File: config.mk
export PLATFORM = sky130hd
export DESIGN_NAME = ppca_modmul
export DESIGN_NICKNAME = d
export VERILOG_FILES = /design/src/hdl/ppca_pkg.sv /design/src/hdl/ppca_modmul.sv
export SDC_FILE = /design/constraint.sdc
export NUM_CORES = 2
export LEC_CHECK = 0
export BUFFER_PORTS_ARGS = -buffer_cell sky130_fd_sc_hd__buf_2
export CAP_MARGIN = 40
export CORE_MARGIN = 5
export CORE_UTILIZATION = 65
export CTS_CLUSTER_SIZE = 24
export DETAILED_ROUTE_END_ITERATION = 12
export PLACE_DENSITY = 0.9
export SLEW_MARGIN = 30
export SYNTH_ARGS = -nofsm -noshare
export SYNTH_HDL_FRONTEND = slang
export SYNTH_SLANG_ARGS = --single-unit
File: constraint.sdc
create_clock -name clk -period 11.05 [get_ports clk]
set_clock_uncertainty 0.1 [all_clocks]
set_input_delay 2.21 -clock clk [delete_from_list [all_inputs] [get_ports clk]]
set_output_delay 2.21 -clock clk [all_outputs]
set_load 0.02 [all_outputs]
File: src/hdl/ppca_pkg.sv
`timescale 1ns / 1ps
// ----------------------------------------------------------------------------
// ppca_pkg
// Shared types and constants of the prefix product count accumulator:
// prime, Barrett constant, word layout, state types and the request and
// response records of the modular multiplier.
// ----------------------------------------------------------------------------
package ppca_pkg;

  localparam int DATA_W  = 30;
  localparam int VALUE_W = 10;
  localparam int EPOCH_W = 8;
  localparam int WORD_W  = DATA_W + EPOCH_W;

  localparam logic [DATA_W-1:0] PRIME = DATA_W'(1000000007);

  // floor(2^60 / prime), below 2^31
  localparam logic [63:0] BARRETT_M_FULL = 64'h1000_0000_0000_0000 / 64'd1000000007;
  localparam logic [31:0] BARRETT_M      = BARRETT_M_FULL[31:0];

  typedef enum logic [3:0] {
    S_CLEAR,
    S_IDLE,
    S_PREP,
    S_DECIDE,
    S_QSTEP,
    S_QREAD,
    S_QWAIT,
    S_QADD,
    S_USTART,
    S_ULEAF,
    S_USIB,
    S_UREAD,
    S_UWAIT,
    S_OUT
  } state_t;

  typedef enum logic [2:0] {
    MM_IDLE,
    MM_P1,
    MM_P2,
    MM_P3,
    MM_FIX
  } mm_state_t;

  typedef struct packed {
    logic              start;
    logic [DATA_W-1:0] a;
    logic [DATA_W-1:0] b;
  } mm_req_t;

  typedef struct packed {
    logic              done;
    logic [DATA_W-1:0] prod;
  } mm_rsp_t;

endpackage

File: src/hdl/ppca_modmul.sv
`timescale 1ns / 1ps
// ----------------------------------------------------------------------------
// ppca_modmul
// Modular multiplier a*b mod prime. One 32x32 multiplier is used three
// times (product, Barrett quotient estimate, quotient times prime), then a
// final correction. The result appears with done in the correction state.
// ----------------------------------------------------------------------------
module ppca_modmul (
  input  logic              clk,
  input  logic              rst,
  input  ppca_pkg::mm_req_t req,
  output ppca_pkg::mm_rsp_t rsp
);
  import ppca_pkg::*;

  mm_state_t         state;
  mm_state_t         state_next;
  logic [DATA_W-1:0] op_a;
  logic [DATA_W-1:0] op_b;
  logic [31:0]       mult_a;
  logic [31:0]       mult_b;
  logic [63:0]       mul_q;
  logic [31:0]       x_lo;
  logic [31:0]       rem;
  logic [31:0]       rem_sub1;
  logic [31:0]       rem_sub2;
  logic [31:0]       p_ext;
  logic [31:0]       p2_ext;

  assign p_ext  = {2'b00, PRIME};
  assign p2_ext = {1'b0, PRIME, 1'b0};

  always_comb begin
    state_next = state;
    unique case (state)
      MM_IDLE: if (req.start) state_next = MM_P1;
      MM_P1:   state_next = MM_P2;
      MM_P2:   state_next = MM_P3;
      MM_P3:   state_next = MM_FIX;
      MM_FIX:  state_next = MM_IDLE;
      default: state_next = MM_IDLE;
    endcase
  end

  always_comb begin
    mult_a = {2'b00, op_a};
    mult_b = {2'b00, op_b};
    unique case (state)
      MM_P2: begin
        mult_a = mul_q[60:29];
        mult_b = BARRETT_M;
      end
      MM_P3: begin
        mult_a = mul_q[62:31];
        mult_b = p_ext;
      end
      default: begin
        mult_a = {2'b00, op_a};
        mult_b = {2'b00, op_b};
      end
    endcase
  end

  // true remainder lies below three primes, so 32 bits hold it exactly
  assign rem      = x_lo - mul_q[31:0];
  assign rem_sub1 = rem - p_ext;
  assign rem_sub2 = rem - p2_ext;

  always_comb begin
    rsp.done = (state == MM_FIX);
    if (rem >= p2_ext) begin
      rsp.prod = rem_sub2[DATA_W-1:0];
    end else if (rem >= p_ext) begin
      rsp.prod = rem_sub1[DATA_W-1:0];
    end else begin
      rsp.prod = rem[DATA_W-1:0];
    end
  end

  always_ff @(posedge clk) begin
    if (rst) begin
      state <= MM_IDLE;
    end else begin
      state <= state_next;
    end
  end

  always_ff @(posedge clk) begin
    if (state == MM_IDLE && req.start) begin
      op_a <= req.a;
      op_b <= req.b;
    end
    if (state == MM_P2) begin
      x_lo <= mul_q[31:0];
    end
    mul_q <= mult_a * mult_b;
  end

endmodule

# == Word-level counts from Yosys, hierarchy flattened ==
# Index checks and enable logic that the tools add are counted.
# word_totals
in_bits,63
reg_bits,158
elab_cells,24
out_inout_bits,31
# op_classes
n_mul,1
eq_ne,5
addsub,3
n_lt_le_gt_ge,2
mux,6
reduce_logical,2
# ops
op,count
32-bit one-hot mux with 2 select lines,1
32-bit by 31-bit multiplier with 63-bit output,1
31-bit one-hot mux with 2 select lines,1
30-bit 2-to-1 mux,2
30-bit subtractor (second input constant),2
32-bit by 30-bit greater-or-equal comparator with 1-bit output (second input constant),1
32-bit by 31-bit greater-or-equal comparator with 1-bit output (second input constant),1
32-bit subtractor,1
3-bit one-hot mux with 4 select lines,1
3-bit by 2-bit equality test with 1-bit output (second input constant),2
3-bit by 1-bit equality test with 1-bit output (second input constant),1
3-bit equality test (second input constant),1
3-bit zero test,1
3-bit 2-to-1 mux,1
2-bit inequality test (second input constant),1
1-bit logical AND,1

# == Longest topological paths before layout ==
# logic_depth
ltp_word,4
ltp_mapped,40
depth_no_buf,36

# == Worst setup path before layout ==
# No wires, ideal clock.
# synth_path
path_kind,flip-flop to flip-flop
start,register state[2]
end,register mul_q[61]
setup_time_ps,123
period_less_slack_ps,10218
path_stages_with_launch,39
required_time_ps,10827
arrival_time_ps,9995
path_slack_ps,832
path_buffers,5
cell_sequence,dfxtp_1 -> nand2b_1 -> clkbuf_1 -> nor2_1 -> clkbuf_1 -> clkbuf_1 -> buf_1 -> clkbuf_1 -> a21o_1 -> nand2_1 -> fa_1 -> inv_1 -> fa_1 -> inv_1 -> fa_1 -> inv_1 -> fa_1 -> inv_1 -> (+3 left out) -> fa_1 -> inv_1 -> fa_1 -> inv_1 -> ha_1 -> a21o_1 -> a21o_1 -> a21o_1 -> a21o_1 -> a21o_1 -> o31ai_1 -> o21a_1 -> nor4bb_1 -> or3_1 -> and2_1 -> o31ai_1 -> a21oi_1 -> xor2_1
# synth_between
elab_chain_cells,3
elab_cells_between_ends,5
cone_classes,1 x mul; 2 x eq/ne; 2 x mux
# synth_lines
element,line_no,text
"start, declared",ppca_modmul.sv:16,mm_state_t state;
"start signal, assigned",ppca_modmul.sv:84,state <= state_next;
3-bit by 2-bit equality test with 1-bit output,ppca_modmul.sv:48,unique case (state)
32-bit one-hot mux with 2 select lines / 31-bit one-hot mux with 2 select lines (equally long branches),ppca_modmul.sv:48,
32-bit by 31-bit multiplier with 63-bit output *,ppca_modmul.sv:96,mul_q <= mult_a * mult_b;
"end signal, assigned",ppca_modmul.sv:96,
"end, declared",ppca_modmul.sv:22,logic [63:0] mul_q;
# Mark *: on every way between the ends. The rest lies on a longest branch, timed or not.
# A chain may end at the register's enable or synchronous reset.

# == Final worst setup path ==
# layout_path
start,register state[1]
end,register mul_q[58]
# The elaborated chain is that of the path after synthesis.

==> qor.txt <==
Category of the worst setup path launch point = flop
Layout cells sized above 1 = 7.09%
Antenna violations before repair = 6
Top library cells by usage in the layout, fill and taps aside = sky130_fd_sc_hd__inv_1 (922), sky130_fd_sc_hd__fa_1 (867), sky130_fd_sc_hd__nand2_1 (604)
Number of register bits inferred by synthesis = 158
Final critical-path required period = 10890 ps
R2R Setup Slk = 160 ps
Final std cell area, no fill = 41900 um^2
Maximum number of pins on one net before global-route repair = 105
Die outline height = 256 um
Async set or reset register ratio after synthesis = 0%
Initial core utilization = 65.5%
Drt first-iter violations = 4611
Post-placement cell count = 5225
Post-route non-filler standard cell count = 5272
Detailed placement HPWL = 116000 um
Resize count post-CTS = 0
GR Overflow Total = 0
Required time at the worst-slack endpoint = 11350 ps
Netlist Area Pre-Place = 39500 um^2
Global-route total usage across every layer = 43.6%
FMAX = 91.9 MHz
Net count, final = 5690
H-Tree Level Count = 4
Leading post-synthesis cells by cell area = sky130_fd_sc_hd__fa_1 (44%), sky130_fd_sc_hd__ha_1 (9.2%), sky130_fd_sc_hd__inv_1 (8.8%), sky130_fd_sc_hd__edfxtp_1 (7.0%), sky130_fd_sc_hd__nand2_1 (5.7%)
Largest area contributor in the synthesized netlist = sky130_fd_sc_hd__fa_1
Routability congestion estimate from global placement = 1.11
Die area = 65700 um^2
Crit path max fanout = 104
Via count of the first global-routing pass = 36200
Clock buffer count from CTS = 17
Number of violations of the max-capacitance limit = 0
Vias post-DR = 33700
Count of final max-slew check failures = 0
Period utilization = 98.5%
Slowest cell on the critical path = sky130_fd_sc_hd__a22oi_1
TritonCTS clock tree = yes
Number of enable flip-flop cells after synthesis = 92
Antenna-violating nets left = 0
Number of hold violations in the final report = 0
Detailed-route vias per instance = 6.40
Global-route wire length before repair = 214000 um
Setup TNS Final = 0 ps
Sequential element share of the synthesized area = 10.3%
Avg Inst Size Synth = 8.96 um^2
RSZ-0062 raised after global routing = no
Final setup violating endpoints = 0
DRC violations left = 0
Count of buffers inserted at the top-level ports = 93
Category of the most critical setup path = flop to flop
Die X-Extent = 256 um
Routed wire length per instance = 27.0 um
Critical path endpoint category = flop
Hold Buf Count CTS = 0
Slew at the pin closest to its max-slew limit = 1020 ps
Count of boundary I/O pins = 94
Area fraction of the dominant cell type after synthesis = 44.0%
Clock input transition at the sequential cells of the worst setup and hold paths = 90 ps
Num rows = 90
Most common cell after layout, fill and taps aside = sky130_fd_sc_hd__inv_1
Most used flip-flop cell after synthesis = sky130_fd_sc_hd__edfxtp_1
Warning count from the yosys run = 0
Root buf cell = sky130_fd_sc_hd__clkbuf_16
Signed area change from the synthesized netlist to the final layout = 6.05%
Path category of the worst min-delay check = flop to flop
Number of sinks on the clock net = 158
Area post-placement = 41200 um^2
First-pass iteration count of the detailed router = 9
Critical path's most frequent cell = sky130_fd_sc_hd__fa_1
Final routed wirelength across all metal layers = 142000 um
Cells after synthesis = 4406
Slowest stage delay, CP = 870 ps
Max Root-Sink Buffers = 2
Outcome = finished clean
Setup Fix Bufs, Post-CTS = 0
Skew-Pair Late Insertion Delay = 530 ps
Number of unique standard cell types used by synthesis = 102
Core outline area = 60200 um^2
Max_slew headroom = 31.9%
Arrival time of data at the critical path endpoint = 11180 ps
## kinds of logic (layout without fill, tap and decap cells)
family          after synthesis  in the layout  share of synthesized area, %
other cells                   2             19                        0.0190
fa+ha+maj                  1157           1157                          53.2
buf+inv                    1102           1169                          10.7
mux                           3              3                        0.0793
compound gates              511            511                          8.85
simple gates               1369           1369                          14.5
flops                       158            158                          10.3
xor+xnor                    104            104                          2.33
## layout make-up
| class | count | area, um^2 |
|---|---|---|
| clock buffer | 18 | 429 |
| inverter | 922 | 3460 |
| fill | 4496 | 18400 |
| clock inverter | 14 | 125 |
| tap | 782 | 978 |
| multi-input combinational | 3156 | 31300 |
| antenna | 7 | 17.5 |
| timing repair buffer | 215 | 1460 |
| sequential | 158 | 4080 |
## cell usage after synthesis, types with 5 or more instances
cell / n
sky130_fd_sc_hd__inv_1: 922
sky130_fd_sc_hd__fa_1: 867
sky130_fd_sc_hd__nand2_1: 604
sky130_fd_sc_hd__nor2_1: 531
sky130_fd_sc_hd__ha_1: 290
sky130_fd_sc_hd__a21oi_1: 171
sky130_fd_sc_hd__clkbuf_1: 146
sky130_fd_sc_hd__a21o_1: 98
sky130_fd_sc_hd__edfxtp_1: 92
sky130_fd_sc_hd__xnor2_1: 75
sky130_fd_sc_hd__dfxtp_1: 66
sky130_fd_sc_hd__o21ai_0: 54
sky130_fd_sc_hd__and2_1: 46
sky130_fd_sc_hd__nand3_1: 34
sky130_fd_sc_hd__xor2_1: 28
sky130_fd_sc_hd__and3_1: 26
sky130_fd_sc_hd__nand2b_1: 25
sky130_fd_sc_hd__nor3_1: 22
sky130_fd_sc_hd__nand4_1: 20
sky130_fd_sc_hd__o21a_1: 20
sky130_fd_sc_hd__buf_2: 16
sky130_fd_sc_hd__o21ai_1: 16
sky130_fd_sc_hd__a211oi_1: 13
sky130_fd_sc_hd__a31oi_1: 11
sky130_fd_sc_hd__o31ai_1: 11
sky130_fd_sc_hd__o211ai_1: 10
sky130_fd_sc_hd__buf_1: 9
sky130_fd_sc_hd__o21bai_1: 9
sky130_fd_sc_hd__nor2b_1: 8
sky130_fd_sc_hd__or3_1: 7
sky130_fd_sc_hd__a22oi_1: 6
sky130_fd_sc_hd__a41oi_1: 6
sky130_fd_sc_hd__buf_6: 6
sky130_fd_sc_hd__or2_2: 6
sky130_fd_sc_hd__a2111oi_0: 5
sky130_fd_sc_hd__nor4_1: 5
sky130_fd_sc_hd__o21ai_2: 5
## sequential cells by signal, summed over array words and instances, names as in the netlist
signal,flops
x_lo,32
mul_q,63
op_b,30
op_a,30
state,3
## worst max-delay path: cells and delay by family, from the launching register on
kind	cells	cell delay, ps
DFF	1	520
AOI/OAI and AO/OA	6	2460
and+or+nand+nor	6	2190
buffers and inverters	4	520
adders and majority gates	9	4930
## path summary, 6_finish.rpt
check,from,to,cells past startpoint
hold reg to reg,mul_q[22],x_lo[22],0
hold / removal,mul_q[22],x_lo[22],0
setup / recovery,state[1],mul_q[58],25
setup reg to reg,state[1],mul_q[58],25
## per-stage QoR
step	setup WS (ps)	hold WS, ps	utilization, %
floorplan	832	308	-
global placement	665	312	68.2
detailed placement	593	316	68.3
CTS	532	334	69.3
global route	43.7	342	69.4
finish	165	332	69.5
## routing by layer
layer | GRT usage [%] | routed length (um) | up-vias
li1 | - | - | 13600
met1 | 48.3 | 43600 | 16400
met2 | 67.0 | 62400 | 2820
met3 | 16.4 | 19900 | 986
met4 | 36.4 | 16300 | 2
met5 | 0.219 | 10 | -
Power is not shown: default switching activity piles up to over one toggle a cycle in this logic, so the estimate is an artifact.
